--- src/sv/twm_pkg.sv ---
// Shared types and constants of the timing wheel timer manager.
// Used by twm_mod and timing_wheel_timer_manager_top; depends on nothing.
package twm_pkg;

  localparam int unsigned WheelSlotsDef  = 64;
  localparam int unsigned PoolEntriesDef = 64;
  localparam int unsigned IntervalW      = 16;
  localparam int unsigned DigitW         = 4;
  localparam int unsigned PayloadW       = 20;
  localparam int unsigned SlotOutW       = 6;

  typedef enum logic [1:0] {
    CMD_ADD   = 2'd0,
    CMD_TICK  = 2'd1,
    CMD_CLEAR = 2'd2
  } cmd_e;

  typedef enum logic [2:0] {
    KIND_ADD_OK   = 3'd0,
    KIND_ADD_FULL = 3'd1,
    KIND_EXPIRED  = 3'd2,
    KIND_NONE     = 3'd3,
    KIND_CLEARED  = 3'd4
  } kind_e;

  typedef enum logic [2:0] {
    S_INIT,
    S_IDLE,
    S_MOD,
    S_ADD_RD,
    S_ADD_WR,
    S_ADD_LINK,
    S_TICK_HD,
    S_TICK_WALK
  } state_e;

endpackage

--- src/sv/timing_wheel_timer_manager_top.sv ---
// Top level of the single-level hashed timing wheel timer manager.
// Depends on twm_pkg and twm_mod.

// A request is taken when start_i is high and busy_o is low; every result it
// causes appears on the result ports for exactly one cycle with valid_o high,
// and the receiver cannot stall them, so it must take a result in every cycle
// that valid_o is high. An add, once taken, reduces the interval modulo the slot
// count (four steps of one hex digit each, then the remainder is handed over),
// then reads the slot and entry memories and, unless the pool is full, writes
// them, with a link write when the slot was not empty. A tick reads the head of
// the next slot, then the expiry walk follows the slot's linked list one
// entry-memory read per cycle. A clear, and likewise the start-up after reset,
// sweeps the slot, link and free-list memories one address per cycle; busy_o
// stays high during the sweep.
// An unknown command is taken and ignored without any result.
module timing_wheel_timer_manager_top #(
  parameter int unsigned WHEEL_SLOTS  = twm_pkg::WheelSlotsDef,
  parameter int unsigned POOL_ENTRIES = twm_pkg::PoolEntriesDef
) (
  input  logic        clk_i,
  input  logic        rst_ni,
  input  logic        start_i,
  output logic        busy_o,
  input  logic [1:0]  command_i,
  input  logic [15:0] interval_i,
  input  logic [7:0]  peer_address_i,
  input  logic [7:0]  frame_type_i,
  input  logic [3:0]  handler_tag_i,
  output logic        valid_o,
  output logic [2:0]  kind_o,
  output logic [7:0]  peer_address_res_o,
  output logic [7:0]  frame_kind_o,
  output logic [3:0]  action_tag_o,
  output logic [5:0]  slot_index_o,
  output logic        last_o
);
  import twm_pkg::*;

  localparam int unsigned SW    = $clog2(WHEEL_SLOTS);
  localparam int unsigned EW    = $clog2(POOL_ENTRIES);
  localparam int unsigned CW    = $clog2(POOL_ENTRIES + 1);
  localparam int unsigned NPass = (WHEEL_SLOTS > POOL_ENTRIES) ? WHEEL_SLOTS : POOL_ENTRIES;
  localparam int unsigned PW    = $clog2(NPass);
  localparam int unsigned SdW   = 1 + 2 * EW;
  localparam int unsigned NxW   = 1 + EW;
  localparam logic [SW:0]   WSum     = (SW+1)'(WHEEL_SLOTS);
  localparam logic [SW-1:0] WLast    = SW'(WHEEL_SLOTS - 1);
  localparam logic [CW-1:0] PoolFull = CW'(POOL_ENTRIES);
  localparam logic [PW-1:0] PassLast = PW'(NPass - 1);

  // Control and payload registers.
  state_e              state_q, state_d;
  logic [SW-1:0]       cur_q, cur_d, cur_inc;
  logic [CW-1:0]       cnt_q, cnt_d;
  logic [SW-1:0]       slot_q, slot_d;
  logic [EW-1:0]       e_q, e_d;
  logic [EW-1:0]       tail_q, tail_d;
  logic [CW-1:0]       n_q, n_d;
  logic [PW-1:0]       pass_q, pass_d;
  logic                clr_q, clr_d;
  logic [PayloadW-1:0] pay_q, pay_d;

  logic                out_valid_q, out_valid_d;
  kind_e               out_kind_q, out_kind_d;
  logic [PayloadW-1:0] out_pay_q, out_pay_d;
  logic [SW-1:0]       out_slot_q, out_slot_d;
  logic                out_last_q, out_last_d;

  logic                mod_start, mod_done;
  logic [SW-1:0]       mod_rem;
  logic [SW:0]         slot_sum;
  logic                more;

  // Memories. A slot word holds {valid, head, tail}; a link word holds {valid, next}.
  logic [SdW-1:0]      slot_mem [WHEEL_SLOTS];
  logic [PayloadW-1:0] pay_mem  [POOL_ENTRIES];
  logic [NxW-1:0]      next_mem [POOL_ENTRIES];
  logic [EW-1:0]       free_mem [POOL_ENTRIES];

  logic                slot_we;
  logic [SW-1:0]       slot_waddr, slot_raddr;
  logic [SdW-1:0]      slot_wdata, slot_rdata;
  logic                pay_we;
  logic [EW-1:0]       pay_waddr, ent_raddr;
  logic [PayloadW-1:0] pay_rdata;
  logic                next_we;
  logic [EW-1:0]       next_waddr;
  logic [NxW-1:0]      next_wdata, next_rdata;
  logic                free_we;
  logic [EW-1:0]       free_waddr, free_wdata, free_raddr, free_rdata;

  always_ff @(posedge clk_i) begin
    if (slot_we) begin
      slot_mem[slot_waddr] <= slot_wdata;
    end
    slot_rdata <= slot_mem[slot_raddr];
  end

  always_ff @(posedge clk_i) begin
    if (pay_we) begin
      pay_mem[pay_waddr] <= pay_q;
    end
    pay_rdata <= pay_mem[ent_raddr];
  end

  always_ff @(posedge clk_i) begin
    if (next_we) begin
      next_mem[next_waddr] <= next_wdata;
    end
    next_rdata <= next_mem[ent_raddr];
  end

  always_ff @(posedge clk_i) begin
    if (free_we) begin
      free_mem[free_waddr] <= free_wdata;
    end
    free_rdata <= free_mem[free_raddr];
  end

  twm_mod #(
    .WHEEL_SLOTS(WHEEL_SLOTS)
  ) u_mod (
    .clk_i     (clk_i),
    .rst_ni    (rst_ni),
    .start_i   (mod_start),
    .interval_i(interval_i),
    .done_o    (mod_done),
    .rem_o     (mod_rem)
  );

  assign cur_inc    = (cur_q == WLast) ? '0 : cur_q + 1'b1;
  assign free_raddr = EW'(cnt_q - 1'b1);
  assign more       = next_rdata[NxW-1] && (({1'b0, n_q} + 1'b1) < (CW+1)'(POOL_ENTRIES));

  always_comb begin
    slot_sum = {1'b0, cur_q} + {1'b0, mod_rem};
    if (slot_sum >= WSum) begin
      slot_sum = slot_sum - WSum;
    end
  end

  always_comb begin
    state_d     = state_q;
    cur_d       = cur_q;
    cnt_d       = cnt_q;
    slot_d      = slot_q;
    e_d         = e_q;
    tail_d      = tail_q;
    n_d         = n_q;
    pass_d      = pass_q;
    clr_d       = clr_q;
    pay_d       = pay_q;
    out_valid_d = 1'b0;
    out_kind_d  = out_kind_q;
    out_pay_d   = '0;
    out_slot_d  = out_slot_q;
    out_last_d  = 1'b1;
    mod_start   = 1'b0;
    slot_we     = 1'b0;
    slot_waddr  = slot_q;
    slot_wdata  = '0;
    slot_raddr  = slot_q;
    pay_we      = 1'b0;
    pay_waddr   = free_rdata;
    ent_raddr   = e_q;
    next_we     = 1'b0;
    next_waddr  = e_q;
    next_wdata  = '0;
    free_we     = 1'b0;
    free_waddr  = EW'(cnt_q);
    free_wdata  = e_q;

    case (state_q)
      S_INIT: begin
        // Sweep: empty every slot, drop every link, restack the whole pool.
        slot_waddr = SW'(pass_q);
        slot_we    = (32'(pass_q) < WHEEL_SLOTS);
        next_waddr = EW'(pass_q);
        next_we    = (32'(pass_q) < POOL_ENTRIES);
        free_waddr = EW'(pass_q);
        free_wdata = EW'(pass_q);
        free_we    = next_we;
        pass_d     = pass_q + 1'b1;
        if (pass_q == PassLast) begin
          cnt_d   = PoolFull;
          pass_d  = '0;
          state_d = S_IDLE;
          if (clr_q) begin
            out_valid_d = 1'b1;
            out_kind_d  = KIND_CLEARED;
            out_slot_d  = cur_q;
          end
        end
      end
      S_IDLE: begin
        slot_raddr = cur_inc;
        if (start_i) begin
          case (command_i)
            CMD_ADD: begin
              mod_start = 1'b1;
              pay_d     = {handler_tag_i, frame_type_i, peer_address_i};
              state_d   = S_MOD;
            end
            CMD_TICK: begin
              cur_d   = cur_inc;
              state_d = S_TICK_HD;
            end
            CMD_CLEAR: begin
              clr_d   = 1'b1;
              pass_d  = '0;
              state_d = S_INIT;
            end
            default: begin
              state_d = S_IDLE;
            end
          endcase
        end
      end
      S_MOD: begin
        if (mod_done) begin
          slot_d  = slot_sum[SW-1:0];
          state_d = S_ADD_RD;
        end
      end
      S_ADD_RD: begin
        if (cnt_q == '0) begin
          out_valid_d = 1'b1;
          out_kind_d  = KIND_ADD_FULL;
          out_slot_d  = slot_q;
          state_d     = S_IDLE;
        end else begin
          state_d = S_ADD_WR;
        end
      end
      S_ADD_WR: begin
        // The popped entry already has its link cleared from when it was freed.
        pay_we      = 1'b1;
        cnt_d       = cnt_q - 1'b1;
        slot_we     = 1'b1;
        e_d         = free_rdata;
        tail_d      = slot_rdata[EW-1:0];
        out_valid_d = 1'b1;
        out_kind_d  = KIND_ADD_OK;
        out_slot_d  = slot_q;
        if (slot_rdata[SdW-1]) begin
          slot_wdata = {1'b1, slot_rdata[2*EW-1:EW], free_rdata};
          state_d    = S_ADD_LINK;
        end else begin
          slot_wdata = {1'b1, free_rdata, free_rdata};
          state_d    = S_IDLE;
        end
      end
      S_ADD_LINK: begin
        next_we    = 1'b1;
        next_waddr = tail_q;
        next_wdata = {1'b1, e_q};
        state_d    = S_IDLE;
      end
      S_TICK_HD: begin
        slot_waddr = cur_q;
        if (slot_rdata[SdW-1]) begin
          slot_we   = 1'b1;
          ent_raddr = slot_rdata[2*EW-1:EW];
          e_d       = slot_rdata[2*EW-1:EW];
          n_d       = '0;
          state_d   = S_TICK_WALK;
        end else begin
          out_valid_d = 1'b1;
          out_kind_d  = KIND_NONE;
          out_slot_d  = cur_q;
          state_d     = S_IDLE;
        end
      end
      S_TICK_WALK: begin
        out_valid_d = 1'b1;
        out_kind_d  = KIND_EXPIRED;
        out_pay_d   = pay_rdata;
        out_slot_d  = cur_q;
        out_last_d  = !more;
        next_we     = 1'b1;
        if (cnt_q < PoolFull) begin
          free_we = 1'b1;
          cnt_d   = cnt_q + 1'b1;
        end
        if (more) begin
          ent_raddr = next_rdata[EW-1:0];
          e_d       = next_rdata[EW-1:0];
          n_d       = n_q + 1'b1;
        end else begin
          state_d = S_IDLE;
        end
      end
      default: begin
        state_d = S_IDLE;
      end
    endcase
  end

  always_ff @(posedge clk_i or negedge rst_ni) begin
    if (!rst_ni) begin
      state_q     <= S_INIT;
      cur_q       <= '0;
      cnt_q       <= '0;
      n_q         <= '0;
      pass_q      <= '0;
      clr_q       <= 1'b0;
      out_valid_q <= 1'b0;
    end else begin
      state_q     <= state_d;
      cur_q       <= cur_d;
      cnt_q       <= cnt_d;
      n_q         <= n_d;
      pass_q      <= pass_d;
      clr_q       <= clr_d;
      out_valid_q <= out_valid_d;
    end
  end

  always_ff @(posedge clk_i) begin
    slot_q     <= slot_d;
    e_q        <= e_d;
    tail_q     <= tail_d;
    pay_q      <= pay_d;
    out_kind_q <= out_kind_d;
    out_pay_q  <= out_pay_d;
    out_slot_q <= out_slot_d;
    out_last_q <= out_last_d;
  end

  assign busy_o             = (state_q != S_IDLE);
  assign valid_o            = out_valid_q;
  assign kind_o             = out_kind_q;
  assign peer_address_res_o = out_pay_q[7:0];
  assign frame_kind_o       = out_pay_q[15:8];
  assign action_tag_o       = out_pay_q[19:16];
  assign slot_index_o       = SlotOutW'(out_slot_q);
  assign last_o             = out_last_q;

`ifndef SYNTH
  // The free count can never exceed the pool size.
  a_cnt_bound: assert property (@(posedge clk_i) disable iff (!rst_ni)
    cnt_q <= PoolFull)
    else $error("free count above pool size");

  // Only an expiry walk produces results that are not the last of their request.
  a_not_last: assert property (@(posedge clk_i) disable iff (!rst_ni)
    valid_o && !last_o |-> kind_o == KIND_EXPIRED)
    else $error("non-final result that is not an expiry");

  // An accepted tick advances the current slot by exactly one, modulo the wheel size.
  a_tick_adv: assert property (@(posedge clk_i) disable iff (!rst_ni)
    start_i && !busy_o && command_i == CMD_TICK |=>
      cur_q == (($past(cur_q) == WLast) ? '0 : $past(cur_q) + 1'b1))
    else $error("tick did not advance the wheel by one slot");

  // An expiry walk never emits more results than the pool has entries.
  a_walk_bound: assert property (@(posedge clk_i) disable iff (!rst_ni)
    state_q == S_TICK_WALK |-> n_q < PoolFull)
    else $error("expiry walk longer than the pool");
`endif

endmodule

--- src/sv/twm_mod.sv ---
// Reduces a 16-bit interval modulo the wheel slot count, one hex digit per cycle.
// Depends on twm_pkg.
module twm_mod #(
  parameter int unsigned WHEEL_SLOTS = twm_pkg::WheelSlotsDef
) (
  input  logic                               clk_i,
  input  logic                               rst_ni,
  input  logic                               start_i,
  input  logic [twm_pkg::IntervalW-1:0]      interval_i,
  output logic                               done_o,
  output logic [$clog2(WHEEL_SLOTS)-1:0]     rem_o
);
  import twm_pkg::*;

  localparam int unsigned SW    = $clog2(WHEEL_SLOTS);
  localparam int unsigned Steps = IntervalW / DigitW;
  localparam int unsigned StW   = (Steps > 1) ? $clog2(Steps) : 1;
  localparam logic [SW:0] WMod  = (SW+1)'(WHEEL_SLOTS);
  localparam logic [StW-1:0] LastStep = StW'(Steps - 1);

  logic [IntervalW-1:0] sh_q, sh_d;
  logic [SW-1:0]        r_q, r_d, r_n;
  logic [StW-1:0]       cnt_q, cnt_d;
  logic                 run_q, run_d;
  logic                 done_q, done_d;
  logic [SW:0]          t;

  // Each step shifts in one hex digit, one interval bit at a time, each bit followed by one conditional subtract.
  always_comb begin
    r_n = r_q;
    t   = '0;
    for (int k = 0; k < DigitW; k++) begin
      t = {r_n, sh_q[IntervalW-1-k]};
      if (t >= WMod) begin
        t = t - WMod;
      end
      r_n = t[SW-1:0];
    end
  end

  always_comb begin
    sh_d   = sh_q;
    r_d    = r_q;
    cnt_d  = cnt_q;
    run_d  = run_q;
    done_d = 1'b0;
    if (start_i) begin
      sh_d  = interval_i;
      r_d   = '0;
      cnt_d = '0;
      run_d = 1'b1;
    end else if (run_q) begin
      sh_d  = sh_q << DigitW;
      r_d   = r_n;
      cnt_d = cnt_q + 1'b1;
      if (cnt_q == LastStep) begin
        run_d  = 1'b0;
        done_d = 1'b1;
      end
    end
  end

  always_ff @(posedge clk_i or negedge rst_ni) begin
    if (!rst_ni) begin
      run_q  <= 1'b0;
      done_q <= 1'b0;
      cnt_q  <= '0;
    end else begin
      run_q  <= run_d;
      done_q <= done_d;
      cnt_q  <= cnt_d;
    end
  end

  always_ff @(posedge clk_i) begin
    sh_q <= sh_d;
    r_q  <= r_d;
  end

  assign done_o = done_q;
  assign rem_o  = r_q;

endmodule

--- config.mk ---
export PLATFORM = sky130hd
export DESIGN_NAME = timing_wheel_timer_manager_top
export DESIGN_NICKNAME = d
export VERILOG_FILES = /design/src/sv/twm_pkg.sv /design/src/sv/timing_wheel_timer_manager_top.sv /design/src/sv/twm_mod.sv
export SDC_FILE = /design/constraint.sdc
export NUM_CORES = 2
export LEC_CHECK = 0
export BUFFER_PORTS_ARGS = -buffer_cell sky130_fd_sc_hd__buf_2
export CAP_MARGIN = 15
export CELL_PAD_IN_SITES_DETAIL_PLACEMENT = 0
export CELL_PAD_IN_SITES_GLOBAL_PLACEMENT = 1
export CORE_ASPECT_RATIO = 0.7
export CORE_MARGIN = 2
export CORE_UTILIZATION = 35
export CTS_CLUSTER_SIZE = 40
export DETAILED_ROUTE_END_ITERATION = 8
export GPL_TIMING_DRIVEN = 0
export PLACE_DENSITY_LB_ADDON = 0.1
export SYNTH_ARGS = -nofsm -noshare
export SYNTH_HDL_FRONTEND = slang
export SYNTH_SLANG_ARGS = --single-unit
--- constraint.sdc ---
create_clock -name clk_i -period 11.9 [get_ports clk_i]
set_clock_uncertainty 0.05 [all_clocks]
set_input_delay 1.19 -clock clk_i [delete_from_list [all_inputs] [get_ports clk_i]]
set_output_delay 1.19 -clock clk_i [all_outputs]
set_load 0.02 [all_outputs]
==> results.yml <==
sta:
  rsz0062_at_grt: "false"
  finalCriticalPeriod_ns: 6.140
  fmax_mhz: 162.9
  finalSetupViolations: 0
  worst_slack_ns: 5.760
  worst_pin_slew_ns: 1.408
  relSlewSlack_pct: 6.143
  period_share_pct: 51.60
  drv_slew: 0
  hold_viol_final: 0
  setup_tns_ns: 0
global_route:
  grt_util_met1_pct: 35.00
  first_global_vias: 67520
  grt_use_total_pct: 22.44
  grtUsageMet3_pct: 4.120
  busiest_layer: "met1"
  grt.met2_usage_pct: 32.61
  grt_max_degree: 65
  antenna_found_initial: 21
  grt_pass1_wl_um: 560400
  grt_overflow: 0
synth:
  ys_seq_area_share_pct: 75.22
  syn_inst: 7202
  async_reset_ff_share_pct: 1.124
  synthesis.area_um2: 123100
  yosysWarningCount: 0
  synth_nets: 7256
  synth.distinct_cells: 84
  synth_flop_cell: "edfxtp_1"
  synth_edf_count: 3007
  synth.avg_cell_area_um2: 17.10
  synth.ff_latch_count: 3115
floorplanning:
  rows: 182
  die_h_um: 500.3
  die_x_um: 713.0
  ioPinCount: 73
  die-area_um2: 356700
  fp.coreArea_um2: 350700
  start_util_pct: 35.12
worst_setup_path:
  path_cells: "ha_1 > and2_1 > a211oi_1 > or3b_1 > nand3_2 > buf_4 > nor2_2 > clkbuf_1 > a22oi_1 > o211ai_1 > nand3_1 > nor4b_2"
  startpoint_type: "register"
  end_kind: "register"
  crit_buf_inv: 2
  cp_max_fo: 10
  slowest_stage: "nor4b_2"
  cp.required_ns: 12.54
  slowest_delay_ns: 0.82
  critPathTopFamily: "simple AND/OR/NAND/NOR gates"
  cp.arrival_ns: 6.78
  crit_type: "register to register"
clocking:
  clock_latency_ns: 0.90
  cts_resized: 0
  htreeDepth: 5
  cts_max_path_buffers: 4
  hold_buffers: 0
  post_cts_buffers: 0
  cts_sinks: 3115
  cts_root_buffer: "clkbuf_16"
  cts_buffers: 325
  tritoncts: "yes"
  cts.clk_slew.worst_paths_ns: 0.06
placement:
  dpl.hpwl_um: 287200
  io_buffers: 72
  gp_congestion: 0.8594
  dp_slack_ns: 5.676
  placed_cells: 12160
detailed_routing:
  dr.pass1.iters: 7
  vias_per_cell: 5.425
  drc: 0
  wire_per_inst_um: 32.05
  vias: 69100
  drtAntennaViolNets: 0
  drt-total-wl_um: 408200
  drt_iter0_markers: 7747
finish:
  fillers: 31740
  fin_util_pct: 40.98
  final_common_cell: "edfxtp_1"
  area_growth_pct: 16.70
  fin_cells: 12740
  layout-drive-gt1-share_pct: 20.92
  num-nets-final: 7855
  mostFrequentLayoutCells: "3007 x edfxtp_1, 963 x nand2_1, 369 x mux2i_1, 334 x mux4_2, 330 x clkbuf_16"
power:
  peakVddDrop_mv: 0.1231
  cellPowerDensity_nw_per_um2: 234.3
  power_leakage_nw: 47.21
status:
  outcome: "completed"
run:
  drv_cap: 0
min_path:
  hold_path_class: "register to register"
==> metrics by stage <==
step	area, µm²	hold WS (ns)	total power, mW
6_report	143700	0.3563	33.67
5_1_grt	143700	0.3571	34.85
4_1_cts	143600	0.3171	33.90
3_5_place_dp	133500	0.3421	23.88
3_3_place_gp	129400	0.3424	23.59
2_1_floorplan	123100	0.3355	19.06
==> cell families after synthesis <==
family                     share of synthesized area (%)
xor gates and xnor gates                          0.1280
buffers and inverters                              1.747
DFF                                                75.22
and+or+nand+nor                                    5.875
muxes                                              11.01
AOI/OAI and AO/OA                                  5.881
adders and majority gates                         0.1382
==> state kept, by name (all words and copies together) (netlist names), 2 cells and up <==
| register | count |
|---|---|
| pay_q | 20 |
| slot_q | 6 |
| kind_o | 3 |
| u_mod.sh_q | 16 |
| u_mod.cnt_q | 2 |
| out_pay_q | 20 |
| free_mem | 384 |
| e_q | 6 |
| state_q | 3 |
| pass_q | 6 |
| slot_index_o | 6 |
| u_mod.rem_o | 6 |
| slot_mem | 832 |
| next_mem | 448 |
| pay_rdata | 20 |
| cur_q | 6 |
| next_rdata | 7 |
| pay_mem | 1280 |
| n_q | 7 |
| free_rdata | 6 |
| tail_q | 6 |
| slot_rdata | 13 |
| cnt_q | 7 |
==> worst paths after layout <==
check	endpoint	slack (ns)	start	depth (start not counted)
max in group asynchronous	cnt_q[3]	10.77	rst_ni	1
hold reg to reg	tail_q[4]	0.36	slot_rdata[4]	0
setup reg to reg	pay_rdata[10]	5.76	n_q[0]	12
setup / recovery	pay_rdata[10]	5.76	n_q[0]	12
hold / removal	tail_q[4]	0.36	slot_rdata[4]	0
min in group asynchronous	cur_q[2]	0.40	rst_ni	1
==> final cells by class <==
class | count | area, µm² | share of cell area [%]
tap | 4692 | 5871 | 4.085
clock buffer | 415 | 8737 | 6.080
multi-input combinational | 3639 | 28890 | 20.10
buffer | 428 | 2081 | 1.448
antenna | 9 | 22.52 | 0.01567
clock inverter | 148 | 1411 | 0.9821
sequential | 3115 | 92630 | 64.46
timing repair buffer | 272 | 3991 | 2.777
inverter | 20 | 75.07 | 0.05224
==> per-layer routing <==
metal / part of all wire [%] / vias to the layer above
li1: - / 29630
met1: 48 / 36760
met2: 43 / 2274
met3: 6.9 / 443
met4: 2.1 / 2
met5: 0.0032 / -
==> where the power goes <==
group	leakage (nW)	total (mW)	internal, mW	switching, mW
clock	4.97	10.0	5.65	4.37
sequential	28.6	13.1	12.9	0.202
combinational	13.6	10.5	3.34	7.19
==> cell usage after synthesis, types with 12 or more instances <==
master	n	area [µm²]
o31ai_1	68	510.5
buf_4	20	150.1
a2111oi_2	26	390.4
mux2i_1	370	3704
a31oi_1	55	344.1
and3_1	25	156.4
buf_2	165	825.8
dfrtp_1	35	875.8
a21oi_1	282	1411
and2_1	33	206.5
ha_1	12	150.1
edfxtp_1	3007	90300
dfxtp_1	73	1461
a211oi_1	28	210.2
o211ai_1	30	225.2
a21oi_2	25	219.0
a22oi_1	109	818.3
o21ai_0	90	450.4
nand2_1	966	3626
a211o_1	27	236.5
a22o_1	87	762.0
nor3_1	14	70.07
a221oi_1	32	280.3
a32oi_1	54	473.0
nor2_1	323	1212
buf_1	39	146.4
nand3_1	208	1041
buf_6	25	281.5
mux2_2	207	2331
mux4_2	334	7522
clkbuf_1	179	671.9
nor4b_2	25	375.4
inv_1	16	60.06
o22ai_1	68	425.4
==> worst register-to-register path: stages, from the launching register on <==
cell and delay [ns]:
dfrtp_1 0.40, ha_1 0.26, and2_1 0.24, a211oi_1 0.50, or3b_1 0.25, nand3_2 0.52, buf_4 0.56, nor2_2 0.54
clkbuf_1 0.52, a22oi_1 0.25, o211ai_1 0.48, nand3_1 0.53, nor4b_2 0.83
(Power assumes the default switching activity.)
